## config.mk

```make
export PLATFORM = sky130hd
export DESIGN_NAME = text_to_integer_any_base
export DESIGN_NICKNAME = d
export VERILOG_FILES = /design/src/tti_pkg.sv /design/src/text_to_integer_any_base.sv
export SDC_FILE = /design/constraint.sdc
export NUM_CORES = 2
export LEC_CHECK = 0
export BUFFER_PORTS_ARGS = -buffer_cell sky130_fd_sc_hd__buf_2
export CAP_MARGIN = 10
export CORE_MARGIN = 4
export CORE_UTILIZATION = 60
export CTS_BUF_LIST = sky130_fd_sc_hd__clkbuf_8
export DETAILED_ROUTE_END_ITERATION = 12
export PLACE_DENSITY_LB_ADDON = 0.05
export SYNTH_ARGS = -nofsm -noshare
export SYNTH_HDL_FRONTEND = slang
export SYNTH_SLANG_ARGS = --single-unit
```

## constraint.sdc

```tcl
create_clock -name clk -period 14.4 [get_ports clk]
set_input_delay 1.44 -clock clk [delete_from_list [all_inputs] [get_ports clk]]
set_output_delay 1.44 -clock clk [all_outputs]
set_load 0.1 [all_outputs]
```

## src/tti_pkg.sv

```systemverilog
// Shared constants and helpers for the text-to-integer parser.
// No dependencies; used by text_to_integer_any_base.
`default_nettype none

package tti_pkg;

    // Upper limit on the radix; alphabets longer than this are rejected
    localparam int MAX_DIGITS  = 16;
    // Alphabet slots held in the two 64-bit character registers
    localparam int ALPHA_SLOTS = 16;

    localparam int CHAR_W    = 8;
    localparam int LEN_W     = 5;
    localparam int VALUE_W   = 32;
    localparam int DIGIT_W   = 4;
    localparam int CFG_W     = 64;
    localparam int ADDR_W    = 5;
    localparam int REG_IDX_W = 2;

    // Register indexes, decoded from paddr[4:3]
    localparam logic [REG_IDX_W-1:0] REG_DIGITS_LOW  = 2'd0;
    localparam logic [REG_IDX_W-1:0] REG_DIGITS_HIGH = 2'd1;
    localparam logic [REG_IDX_W-1:0] REG_BASE_LENGTH = 2'd2;

    localparam logic [CHAR_W-1:0] CHAR_NUL   = 8'h00;
    localparam logic [CHAR_W-1:0] CHAR_TAB   = 8'h09;
    localparam logic [CHAR_W-1:0] CHAR_CR    = 8'h0D;
    localparam logic [CHAR_W-1:0] CHAR_SPACE = 8'h20;
    localparam logic [CHAR_W-1:0] CHAR_PLUS  = 8'h2B;
    localparam logic [CHAR_W-1:0] CHAR_MINUS = 8'h2D;

    // Space, or tab through carriage return (tab, newline, vtab, form feed, CR)
    function automatic logic is_space(input logic [CHAR_W-1:0] c);
        return (c == CHAR_SPACE) || ((c >= CHAR_TAB) && (c <= CHAR_CR));
    endfunction

    // Characters that may not stand in the digit alphabet
    function automatic logic is_reserved(input logic [CHAR_W-1:0] c);
        return (c == CHAR_NUL) || (c == CHAR_PLUS) || (c == CHAR_MINUS) || is_space(c);
    endfunction

endpackage

`default_nettype wire

```

## src/text_to_integer_any_base.sv

```systemverilog
// A beat accepted into the input register is parsed as it leaves that register; on the
// last beat of a text the result is registered and presented on the master side.
// Throughput: one text byte per cycle; the accumulator multiply-add is the loop.
// A result held on the master side stalls only a following last beat.
// Reset (rst_n low, asynchronous) clears the control registers and the parse state.
// Streaming text-to-integer parser with a configurable digit alphabet.
// Depends on tti_pkg.
`default_nettype none

module text_to_integer_any_base
(
    input  wire logic                             clk,
    input  wire logic                             rst_n,
    // slave side
    input  wire logic                             s_tvalid,
    output logic                                  s_tready,
    input  wire logic [7:0]                       s_tdata,   // [7:0] char_code
    input  wire logic                             s_tlast,   // end_of_text
    // master side
    output logic                                  m_tvalid,
    input  wire logic                             m_tready,
    output logic [31:0]                           m_tdata,   // [31:0] parsed_value
    output logic                                  m_tuser,   // base_ok
    // configuration
    input  wire logic                             psel,
    input  wire logic                             penable,
    input  wire logic                             pwrite,
    input  wire logic [tti_pkg::ADDR_W-1:0]       paddr,
    input  wire logic [tti_pkg::CFG_W-1:0]        pwdata,
    output logic [tti_pkg::CFG_W-1:0]             prdata,
    output logic                                  pready
);

    typedef enum logic [1:0] {PH_SPACE, PH_SIGN, PH_DIGIT, PH_FROZEN} phase_t;

    logic [tti_pkg::CFG_W-1:0]   chars_low_reg;
    logic [tti_pkg::CFG_W-1:0]   chars_high_reg;
    logic [tti_pkg::LEN_W-1:0]   base_length_reg;
    logic                        ok_reg;
    logic                        ok_next;

    logic                        s1_valid_reg;
    logic [tti_pkg::CHAR_W-1:0]  s1_char_reg;
    logic                        s1_last_reg;
    logic                        s1_fire;

    phase_t                      phase_reg;
    phase_t                      phase_next;
    logic                        neg_reg;
    logic                        neg_next;
    logic [tti_pkg::VALUE_W-1:0] acc_reg;
    logic [tti_pkg::VALUE_W-1:0] acc_next;
    logic [tti_pkg::VALUE_W-1:0] acc_mul;

    logic                        out_valid_reg;
    logic [tti_pkg::VALUE_W-1:0] out_value_reg;
    logic                        out_ok_reg;
    logic [tti_pkg::VALUE_W-1:0] result_value;

    logic [tti_pkg::CHAR_W-1:0]  alpha [tti_pkg::ALPHA_SLOTS];
    logic                        digit_hit;
    logic [tti_pkg::DIGIT_W-1:0] digit_val;

    logic                        cfg_write;
    logic [tti_pkg::REG_IDX_W-1:0] cfg_idx;
    logic                        out_free;

    assign pready    = 1'b1;
    assign cfg_write = psel && penable && pwrite && pready;
    assign cfg_idx   = paddr[tti_pkg::ADDR_W-1:3];

    always_comb
    begin
        unique case (cfg_idx)
            tti_pkg::REG_DIGITS_LOW:  prdata = chars_low_reg;
            tti_pkg::REG_DIGITS_HIGH: prdata = chars_high_reg;
            tti_pkg::REG_BASE_LENGTH:
                prdata = {{(tti_pkg::CFG_W-tti_pkg::LEN_W){1'b0}}, base_length_reg};
            default:                  prdata = '0;
        endcase
    end

    // Slot i of the alphabet; slots 8..15 come from the high register
    always_comb
    begin
        for (int i = 0; i < 8; i++)
        begin
            alpha[i]     = chars_low_reg[i*8 +: 8];
            alpha[i + 8] = chars_high_reg[i*8 +: 8];
        end
    end

    // Alphabet check, registered; user must change config only while idle (not enforced)
    always_comb
    begin
        ok_next = (base_length_reg >= tti_pkg::LEN_W'(2)) &&
                  (base_length_reg <= tti_pkg::LEN_W'(tti_pkg::MAX_DIGITS));
        for (int i = 0; i < tti_pkg::ALPHA_SLOTS; i++)
        begin
            if (tti_pkg::LEN_W'(i) < base_length_reg)
            begin
                if (tti_pkg::is_reserved(alpha[i]))
                    ok_next = 1'b0;
                for (int j = i + 1; j < tti_pkg::ALPHA_SLOTS; j++)
                begin
                    if ((tti_pkg::LEN_W'(j) < base_length_reg) && (alpha[j] == alpha[i]))
                        ok_next = 1'b0;
                end
            end
        end
    end

    // Lowest matching slot within the radix
    always_comb
    begin
        digit_hit = 1'b0;
        digit_val = '0;
        for (int i = tti_pkg::ALPHA_SLOTS - 1; i >= 0; i--)
        begin
            if ((tti_pkg::LEN_W'(i) < base_length_reg) && (alpha[i] == s1_char_reg))
            begin
                digit_hit = 1'b1;
                digit_val = tti_pkg::DIGIT_W'(i);
            end
        end
        digit_hit = digit_hit && ok_reg;
    end

    assign acc_mul = acc_reg * {{(tti_pkg::VALUE_W-tti_pkg::LEN_W){1'b0}}, base_length_reg};

    always_comb
    begin
        phase_next = phase_reg;
        neg_next   = neg_reg;
        acc_next   = acc_reg;
        if (phase_reg != PH_FROZEN)
        begin
            if (s1_char_reg == tti_pkg::CHAR_NUL)
                phase_next = PH_FROZEN;
            else
            begin
                if ((phase_next == PH_SPACE) && !tti_pkg::is_space(s1_char_reg))
                    phase_next = PH_SIGN;
                if (phase_next == PH_SIGN)
                begin
                    if (s1_char_reg == tti_pkg::CHAR_MINUS)
                        neg_next = ~neg_reg;
                    else if (s1_char_reg != tti_pkg::CHAR_PLUS)
                        phase_next = PH_DIGIT;
                end
                if (phase_next == PH_DIGIT)
                begin
                    if (digit_hit)
                        acc_next = acc_mul +
                            {{(tti_pkg::VALUE_W-tti_pkg::DIGIT_W){1'b0}}, digit_val};
                    else
                        phase_next = PH_FROZEN;
                end
            end
        end
        if (!ok_reg)
            result_value = '0;
        else if (neg_next)
            result_value = '0 - acc_next;
        else
            result_value = acc_next;
    end

    // A last beat needs the result register free; others never stall
    assign out_free = !out_valid_reg || m_tready;
    assign s1_fire  = s1_valid_reg && (!s1_last_reg || out_free);
    assign s_tready = !s1_valid_reg || s1_fire;

    always_ff @(posedge clk or negedge rst_n)
    begin
        if (!rst_n)
        begin
            chars_low_reg   <= '0;
            chars_high_reg  <= '0;
            base_length_reg <= '0;
            ok_reg          <= 1'b0;
            s1_valid_reg    <= 1'b0;
            phase_reg       <= PH_SPACE;
            neg_reg         <= 1'b0;
            acc_reg         <= '0;
            out_valid_reg   <= 1'b0;
        end
        else
        begin
            if (cfg_write)
            begin
                unique case (cfg_idx)
                    tti_pkg::REG_DIGITS_LOW:  chars_low_reg   <= pwdata;
                    tti_pkg::REG_DIGITS_HIGH: chars_high_reg  <= pwdata;
                    tti_pkg::REG_BASE_LENGTH: base_length_reg <= pwdata[tti_pkg::LEN_W-1:0];
                    default:                  ;
                endcase
            end
            ok_reg <= ok_next;

            if (s_tvalid && s_tready)
                s1_valid_reg <= 1'b1;
            else if (s1_fire)
                s1_valid_reg <= 1'b0;

            if (s1_fire)
            begin
                if (s1_last_reg)
                begin
                    phase_reg <= PH_SPACE;
                    neg_reg   <= 1'b0;
                    acc_reg   <= '0;
                end
                else
                begin
                    phase_reg <= phase_next;
                    neg_reg   <= neg_next;
                    acc_reg   <= acc_next;
                end
            end

            if (s1_fire && s1_last_reg)
                out_valid_reg <= 1'b1;
            else if (m_tready)
                out_valid_reg <= 1'b0;
        end
    end

    // Payload registers, no reset
    always_ff @(posedge clk)
    begin
        if (s_tvalid && s_tready)
        begin
            s1_char_reg <= s_tdata;
            s1_last_reg <= s_tlast;
        end
        if (s1_fire && s1_last_reg)
        begin
            out_value_reg <= result_value;
            out_ok_reg    <= ok_reg;
        end
    end

    assign m_tvalid = out_valid_reg;
    assign m_tdata  = out_value_reg;
    assign m_tuser  = out_ok_reg;

    // A new result only ever comes from a last beat leaving the input register
    a_result_from_last: assert property (@(posedge clk) disable iff (!rst_n)
        $rose(out_valid_reg) |-> $past(s1_valid_reg && s1_last_reg))
        else $error("result raised without a last beat");

    // A rejected alphabet always yields zero
    a_bad_base_zero: assert property (@(posedge clk) disable iff (!rst_n)
        (out_valid_reg && !out_ok_reg) |-> (out_value_reg == '0))
        else $error("non-zero value with invalid alphabet");

    // Digits accumulate only once the digit phase is reached
    a_acc_phase: assert property (@(posedge clk) disable iff (!rst_n)
        (acc_reg != '0) |-> ((phase_reg == PH_DIGIT) || (phase_reg == PH_FROZEN)))
        else $error("accumulator set outside digit phase");

    // Alphabet accepted only with a radix of at least two
    a_ok_len: assert property (@(posedge clk) disable iff (!rst_n)
        ok_reg |-> ($past(base_length_reg) >= tti_pkg::LEN_W'(2)))
        else $error("alphabet accepted with radix below two");

endmodule

`default_nettype wire

```

Word-level counts from Yosys, hierarchy flattened
Cells that the tools add are included.

Reduce and logical (&&, ||, !) cells: 259. Multiplexer cells: 213. Add/sub/neg operators: 2. Bitwise logic cells: 1. $lt $le $gt $ge: 52. Multiply operators: 1. Equal/unequal tests: 192.

Operator list (count): 8-bit equality test (136); 8-bit by 6-bit equality test with 1-bit output, second input constant (50); 32-bit two-way mux (6); 64-bit case mux with 3 select lines (1); 1-bit two-way mux (177); 1-bit logical AND (161); 8-bit by 4-bit >= comparator with 1-bit output, second input constant (17); 8-bit by 4-bit less-or-equal comparator with 1-bit output, second input constant (17); 8-bit zero test (17); 1-bit logical OR (68); 4-bit two-way mux (16); 4-bit by 5-bit less-than comparator with 1-bit output, first input constant (8); 32-bit by 4-bit adder with 32-bit output (1); 32-bit by 5-bit multiplier with 32-bit output (1); 1-bit by 32-bit subtractor with 32-bit output, first input constant (1); 2-bit two-way mux (13); 3-bit by 5-bit less-than comparator with 1-bit output, first input constant (4); 1-bit by 5-bit less-than comparator with 1-bit output, first input constant (2); 2-bit by 5-bit less-than comparator with 1-bit output, first input constant (2); 8-bit by 6-bit inequality test with 1-bit output, second input constant (1); 2-bit AND reduction (4); 2-bit nonzero test (3); 5-bit by 2-bit >= comparator with 1-bit output, second input constant (1); 5-bit less-or-equal comparator, second input constant (1); other kinds (6) (12).

Logic and storage cells: 733. Flip-flop bits (word level): 213.

Logic depth before layout (Yosys ltp)
Depth after elaboration: 156. Gate-level depth with buffers: 29.

Worst setup path before layout
No wires, ideal clock.

Path kind: flip-flop to flip-flop. Start point: register base_length_reg[4] (netlist bit). End point: register out_value_reg, in the netlist m_tdata[26], data pin. Cell stages (with the launch flop): 25. Library setup time: 0.266 ns. Required time: 14.134 ns. Arrival time: 6.561 ns. Path buffers: 7. Period minus slack after synthesis: 6.827 ns. Path slack: 7.573 ns. Path through: dfrtp_1 > buf_6 > buf_2 > clkbuf_1 > buf_1 > clkbuf_1 > buf_1 > nand2_1 > fa_1 > inv_1 > fa_1 > fa_1 > ha_1 > buf_2 > nand3_1 > a2111oi_4 > a22oi_1 > a21boi_1 > or2_1 > nor4b_1 > or4bb_1 > a221oi_4 > a41oi_1 > xnor2_1 > nor2_1.

Word-level cells in the longest chain between the ends: 25. Elaborated cells on any way between the ends: 73.

RTL lines: from (decl) (line text_to_integer_any_base.sv:38) `logic [tti_pkg::LEN_W-1:0] base_length_reg;`; from (signal assigned) (line text_to_integer_any_base.sv:195) `tti_pkg::REG_BASE_LENGTH: base_length_reg <= pwdata[tti_pkg::LEN_W-1:0];`; 4-bit by 5-bit less-than comparator with 1-bit output (line text_to_integer_any_base.sv:120) `if ((tti_pkg::LEN_W'(i) < base_length_reg) && (alpha[i] == s1_char_reg))`; 1-bit logical AND (line text_to_integer_any_base.sv:120); 4-bit two-way mux / 1-bit two-way mux (equally long branches) (16 in series) (line text_to_integer_any_base.sv:120); 32-bit by 4-bit adder with 32-bit output / 1-bit logical AND (equally long branches) (line text_to_integer_any_base.sv:154, text_to_integer_any_base.sv:126); 32-bit two-way mux (*) (line text_to_integer_any_base.sv:153) `if (digit_hit)`; 32-bit two-way mux (*) (line text_to_integer_any_base.sv:151) `if (phase_next == PH_DIGIT)`; 32-bit two-way mux (*) (line text_to_integer_any_base.sv:138) `if (s1_char_reg == tti_pkg::CHAR_NUL)`; 32-bit two-way mux (*) (line text_to_integer_any_base.sv:136) `if (phase_reg != PH_FROZEN)`; 1-bit by 32-bit subtractor with 32-bit output (line text_to_integer_any_base.sv:164) `result_value = '0 - acc_next;`; 32-bit two-way mux (*) (line text_to_integer_any_base.sv:163) `else if (neg_next)`; to (signal assigned) (line text_to_integer_any_base.sv:239) `out_value_reg <= result_value;`; to (decl) (line text_to_integer_any_base.sv:56) `logic [tti_pkg::VALUE_W-1:0] out_value_reg;`.

Every way passes the cells marked *; elsewhere a longest branch is shown, timed or not. A chain may end at the register's enable or synchronous reset.

Worst setup path after layout
Start point: register base_length_reg[3] (netlist bit). End point: register out_value_reg, in the netlist m_tdata[26], data pin.

The elaborated chain is that of the path after synthesis.

==> impl_results.md <==
- Status: finished, final reports clean
- Avg Inst Size Synth: roughly 8.6 um^2
- Largest family of logic cells by synthesized area: XOR/XNOR gates
- Chip Width: 231.0 um
- Pin count of the biggest net entering global routing: 69
- Synthesized area: 29830 um^2
- Worst slew pin tran: 1.251 ns
- Adder-Cell Fraction of Synth Area: between 8 and 9%
- WS Path Type: reg2reg
- Commonest non-fill, non-tap cells in the layout: 758 x xnor2_1, 400 x xor2_1, 179 x nand4_1
- Critical Path RT: approximately 15 ns
- CTS Sinks: ~210
- First drt pass iteration count: 6
- Sum Neg Setup Slack: 0 ns
- Compound-gate portion of the synthesized area: 7.375%
- Die area: 53340 um^2
- Final Instance Area: 32120 um^2
- Reg2reg start: base_length_reg[3]$_DFFE_PN0P_
- Max frequency: around 110 MHz
- Main synth FF type: dfrtp_1
- Post-Synthesis Cells: 3479
- Number of synthesized flops with an enable pin: 42
- Final Hold Viols: 0
- LEAKAGE: approximately 13 nW
- Post-CTS Resized: 0
- Final Skew: between 0.06 and 0.07 ns
- RR Endpoint: m_tdata[26]$_SDFFCE_PN0P_
- Min Tclk post-route: 8.916 ns
- Peak supply drop: 0.2006 mV
- Initial Util: 60.81%
- Via count: ~28k
- Met3 routed WL: 13310 um
- Multi-input logic area: 22400 um^2
- Cts hold-fix bufs: 0
- M1 wire length: 42370 um
- Worst Hold Path Cells: 1
- Clock Tree Root: clkbuf_8
- Critical Path Sink Type: register
- Seq cells post-synth: 213
- Initial drt markers: 3312
- # rows: 81
- Post-layout nets: roughly 3.7k
- Post-synth ARST share: between 80% and 90%
- Syn Nets: 3713
- HP Class: reg2reg
- Vias in the first global route: 28.37k
- I/O Buffers: 180
- Post-CTS setup buffers: 0
- DRC: 0
- Post-synthesis mux area share: 8.138%
- Sequential fraction of the synthesis area: 18.58%
- Arrival time at the worst endpoint: 9.27 ns
- Routed WL: 117500 um
- Worst R2R Setup Slack: 5.48 ns
- Max-slew violations: 0
- Slew HR: between 10% and 20%
- Max clock buf depth: 3
- Post-DP HPWL: 73000 um
- CTS tree: done
- Die height: 231.0 um
- Commonest non-fill, non-tap cell in the layout: xnor2_1
- PwrDens: 143.9 nW/um^2
- Fillers: 4253
- DP Area: 31250 um^2
- Startpoint types: register
- IO Pins: 185
- # Max-Cap Violations: 0
- Post-route non-filler standard cell count: roughly 4.2k
- CP Max Fanout: 37
- Share of layout cells above drive strength 1: roughly 17%
- Top Metal Used: met5
- Gr usage total: 42.96%
- Core Footprint: 49050 um^2
- Crit share post-route: 61.92%
- Simple-gate share of the synthesized area: 16.97%
- Vias per cell: 6.699
- Met2 wire length: 51150 um
- Cell variety after synth: 91
- Inserted Clock Buffers: 41
- Cells after DPL: 4108
- Routed Antenna Nets: 0
- Initial antenna violation count: 2
- Synth warnings: 0
- Synth Area in XOR/XNOR: 34.03%
- WHS Endpoint: acc_reg[31]$_DFFE_PN0P_
- Clock-pin slew on the worst setup and hold paths: 0.06 ns
- Worst Hold Launch: acc_reg[31]$_DFFE_PN0P_
- Worst skew pair latency: 0.66 ns
- Reg area: 5543 um^2
- First-pass GRT wire length: 175400 um
- RSZ-0062 raised after global routing: no
- GPL Wtd Cong: 0.9870
- R2R depth: 25
- Area Growth Syn to Fin: 7.706%
- Global route total overflow: 0
- Core Util, Final: 65.49%
- Final setup viols: 0
- Clock H-tree levels: 2
- DR WL/cell: 28.08 um
kinds of logic after synthesis:
logic type,count (synthesis)
xor gates and xnor gates,1159
other,1
AOI/OAI and AO/OA,318
adders and majority gates,149
DFF,213
buffers and inverters,468
and+or+nand+nor,946
muxes,225
synthesized netlist by cell type (88+ instances only):
cell        n  area [um^2]
xnor2_1   758         6639
xor2_1    401         3512
buf_1     200        750.7
nand4_1   179         1120
dfrtp_1   171         4279
nand2_1   159        596.8
nor2_1    157        589.3
nor4_1    142        888.4
mux2_2    140         1577
clkbuf_1   98        367.9
nor3_1     97        485.5
inv_1      88        330.3
metrics by stage:
stage	total power [mW]	worst slack (ns)	hold WS [ns]
after floorplan	3.054	7.573	0.4750
after global placement	3.744	5.881	0.5296
after detailed placement	3.850	5.753	0.5270
after CTS	4.526	5.742	0.5388
after global routing	4.785	5.329	0.5821
final	4.624	5.484	0.5349
power by group:
group          internal [mW]  total [mW]  leakage (nW)  switching (mW)
Sequential             0.711       0.787          2.56          0.0761
Clock                  0.370       0.664         0.485           0.293
Combinational           1.12        3.17          10.0            2.06
routing by layer:
metal / up-vias / track usage (%)
met4: 2 / 30.58
met1: 13522 / 51.60
met3: 770 / 10.66
met2: 1951 / 67.32
li1: 11775 / -
met5: - / 0
worst max-delay path by stage:
stage	startpoint	to	slack (ns)
final	base_length_reg[3]$_DFFE_PN0P_	m_tdata[26]$_SDFFCE_PN0P_	5.48
after global routing	base_length_reg[4]$_DFFE_PN0P_	m_tdata[30]$_SDFFCE_PN0P_	5.33
after CTS	base_length_reg[3]$_DFFE_PN0P_	m_tdata[30]$_SDFFCE_PN0P_	5.74
after detailed placement	base_length_reg[3]$_DFFE_PN0P_	m_tdata[26]$_SDFFCE_PN0P_	5.75
after global placement	base_length_reg[3]$_DFFE_PN0P_	m_tdata[26]$_SDFFCE_PN0P_	5.88
after floorplan	base_length_reg[4]$_DFFE_PN0P_	m_tdata[26]$_SDFFCE_PN0P_	7.57
area by class of cell:
| class | count | share of cell area, % |
|---|---|---|
| antenna | 1 | 0.007790 |
| clock buffer | 47 | 2.014 |
| clock inverter | 27 | 0.7167 |
| inverter | 89 | 1.040 |
| multi-input combinational | 2798 | 69.72 |
| sequential | 213 | 17.25 |
| tap | 664 | 2.586 |
| timing repair buffer | 344 | 6.664 |
critical path, cell delays in order (launching register included):
cell and delay (ns):
dfrtp_1 0.51, buf_4 0.60, or2_1 0.56, a21oi_2 0.08, buf_4 0.24, nor4_1 0.96, nor2_1 0.14, and3_1 0.25
o211a_1 0.14, fa_1 0.44, ha_1 0.29, inv_1 0.05, fa_1 0.58, inv_1 0.06, ha_1 0.32, a211oi_2 0.30
o21a_1 0.25, o21bai_1 0.13, xor2_1 0.17, or3_1 0.46, or4b_1 0.63, or4bb_1 0.63, a221oi_4 0.40, a41oi_1 0.22
xnor2_1 0.19, nor2_1 0.05
Power figures use the tool's default switching activity.
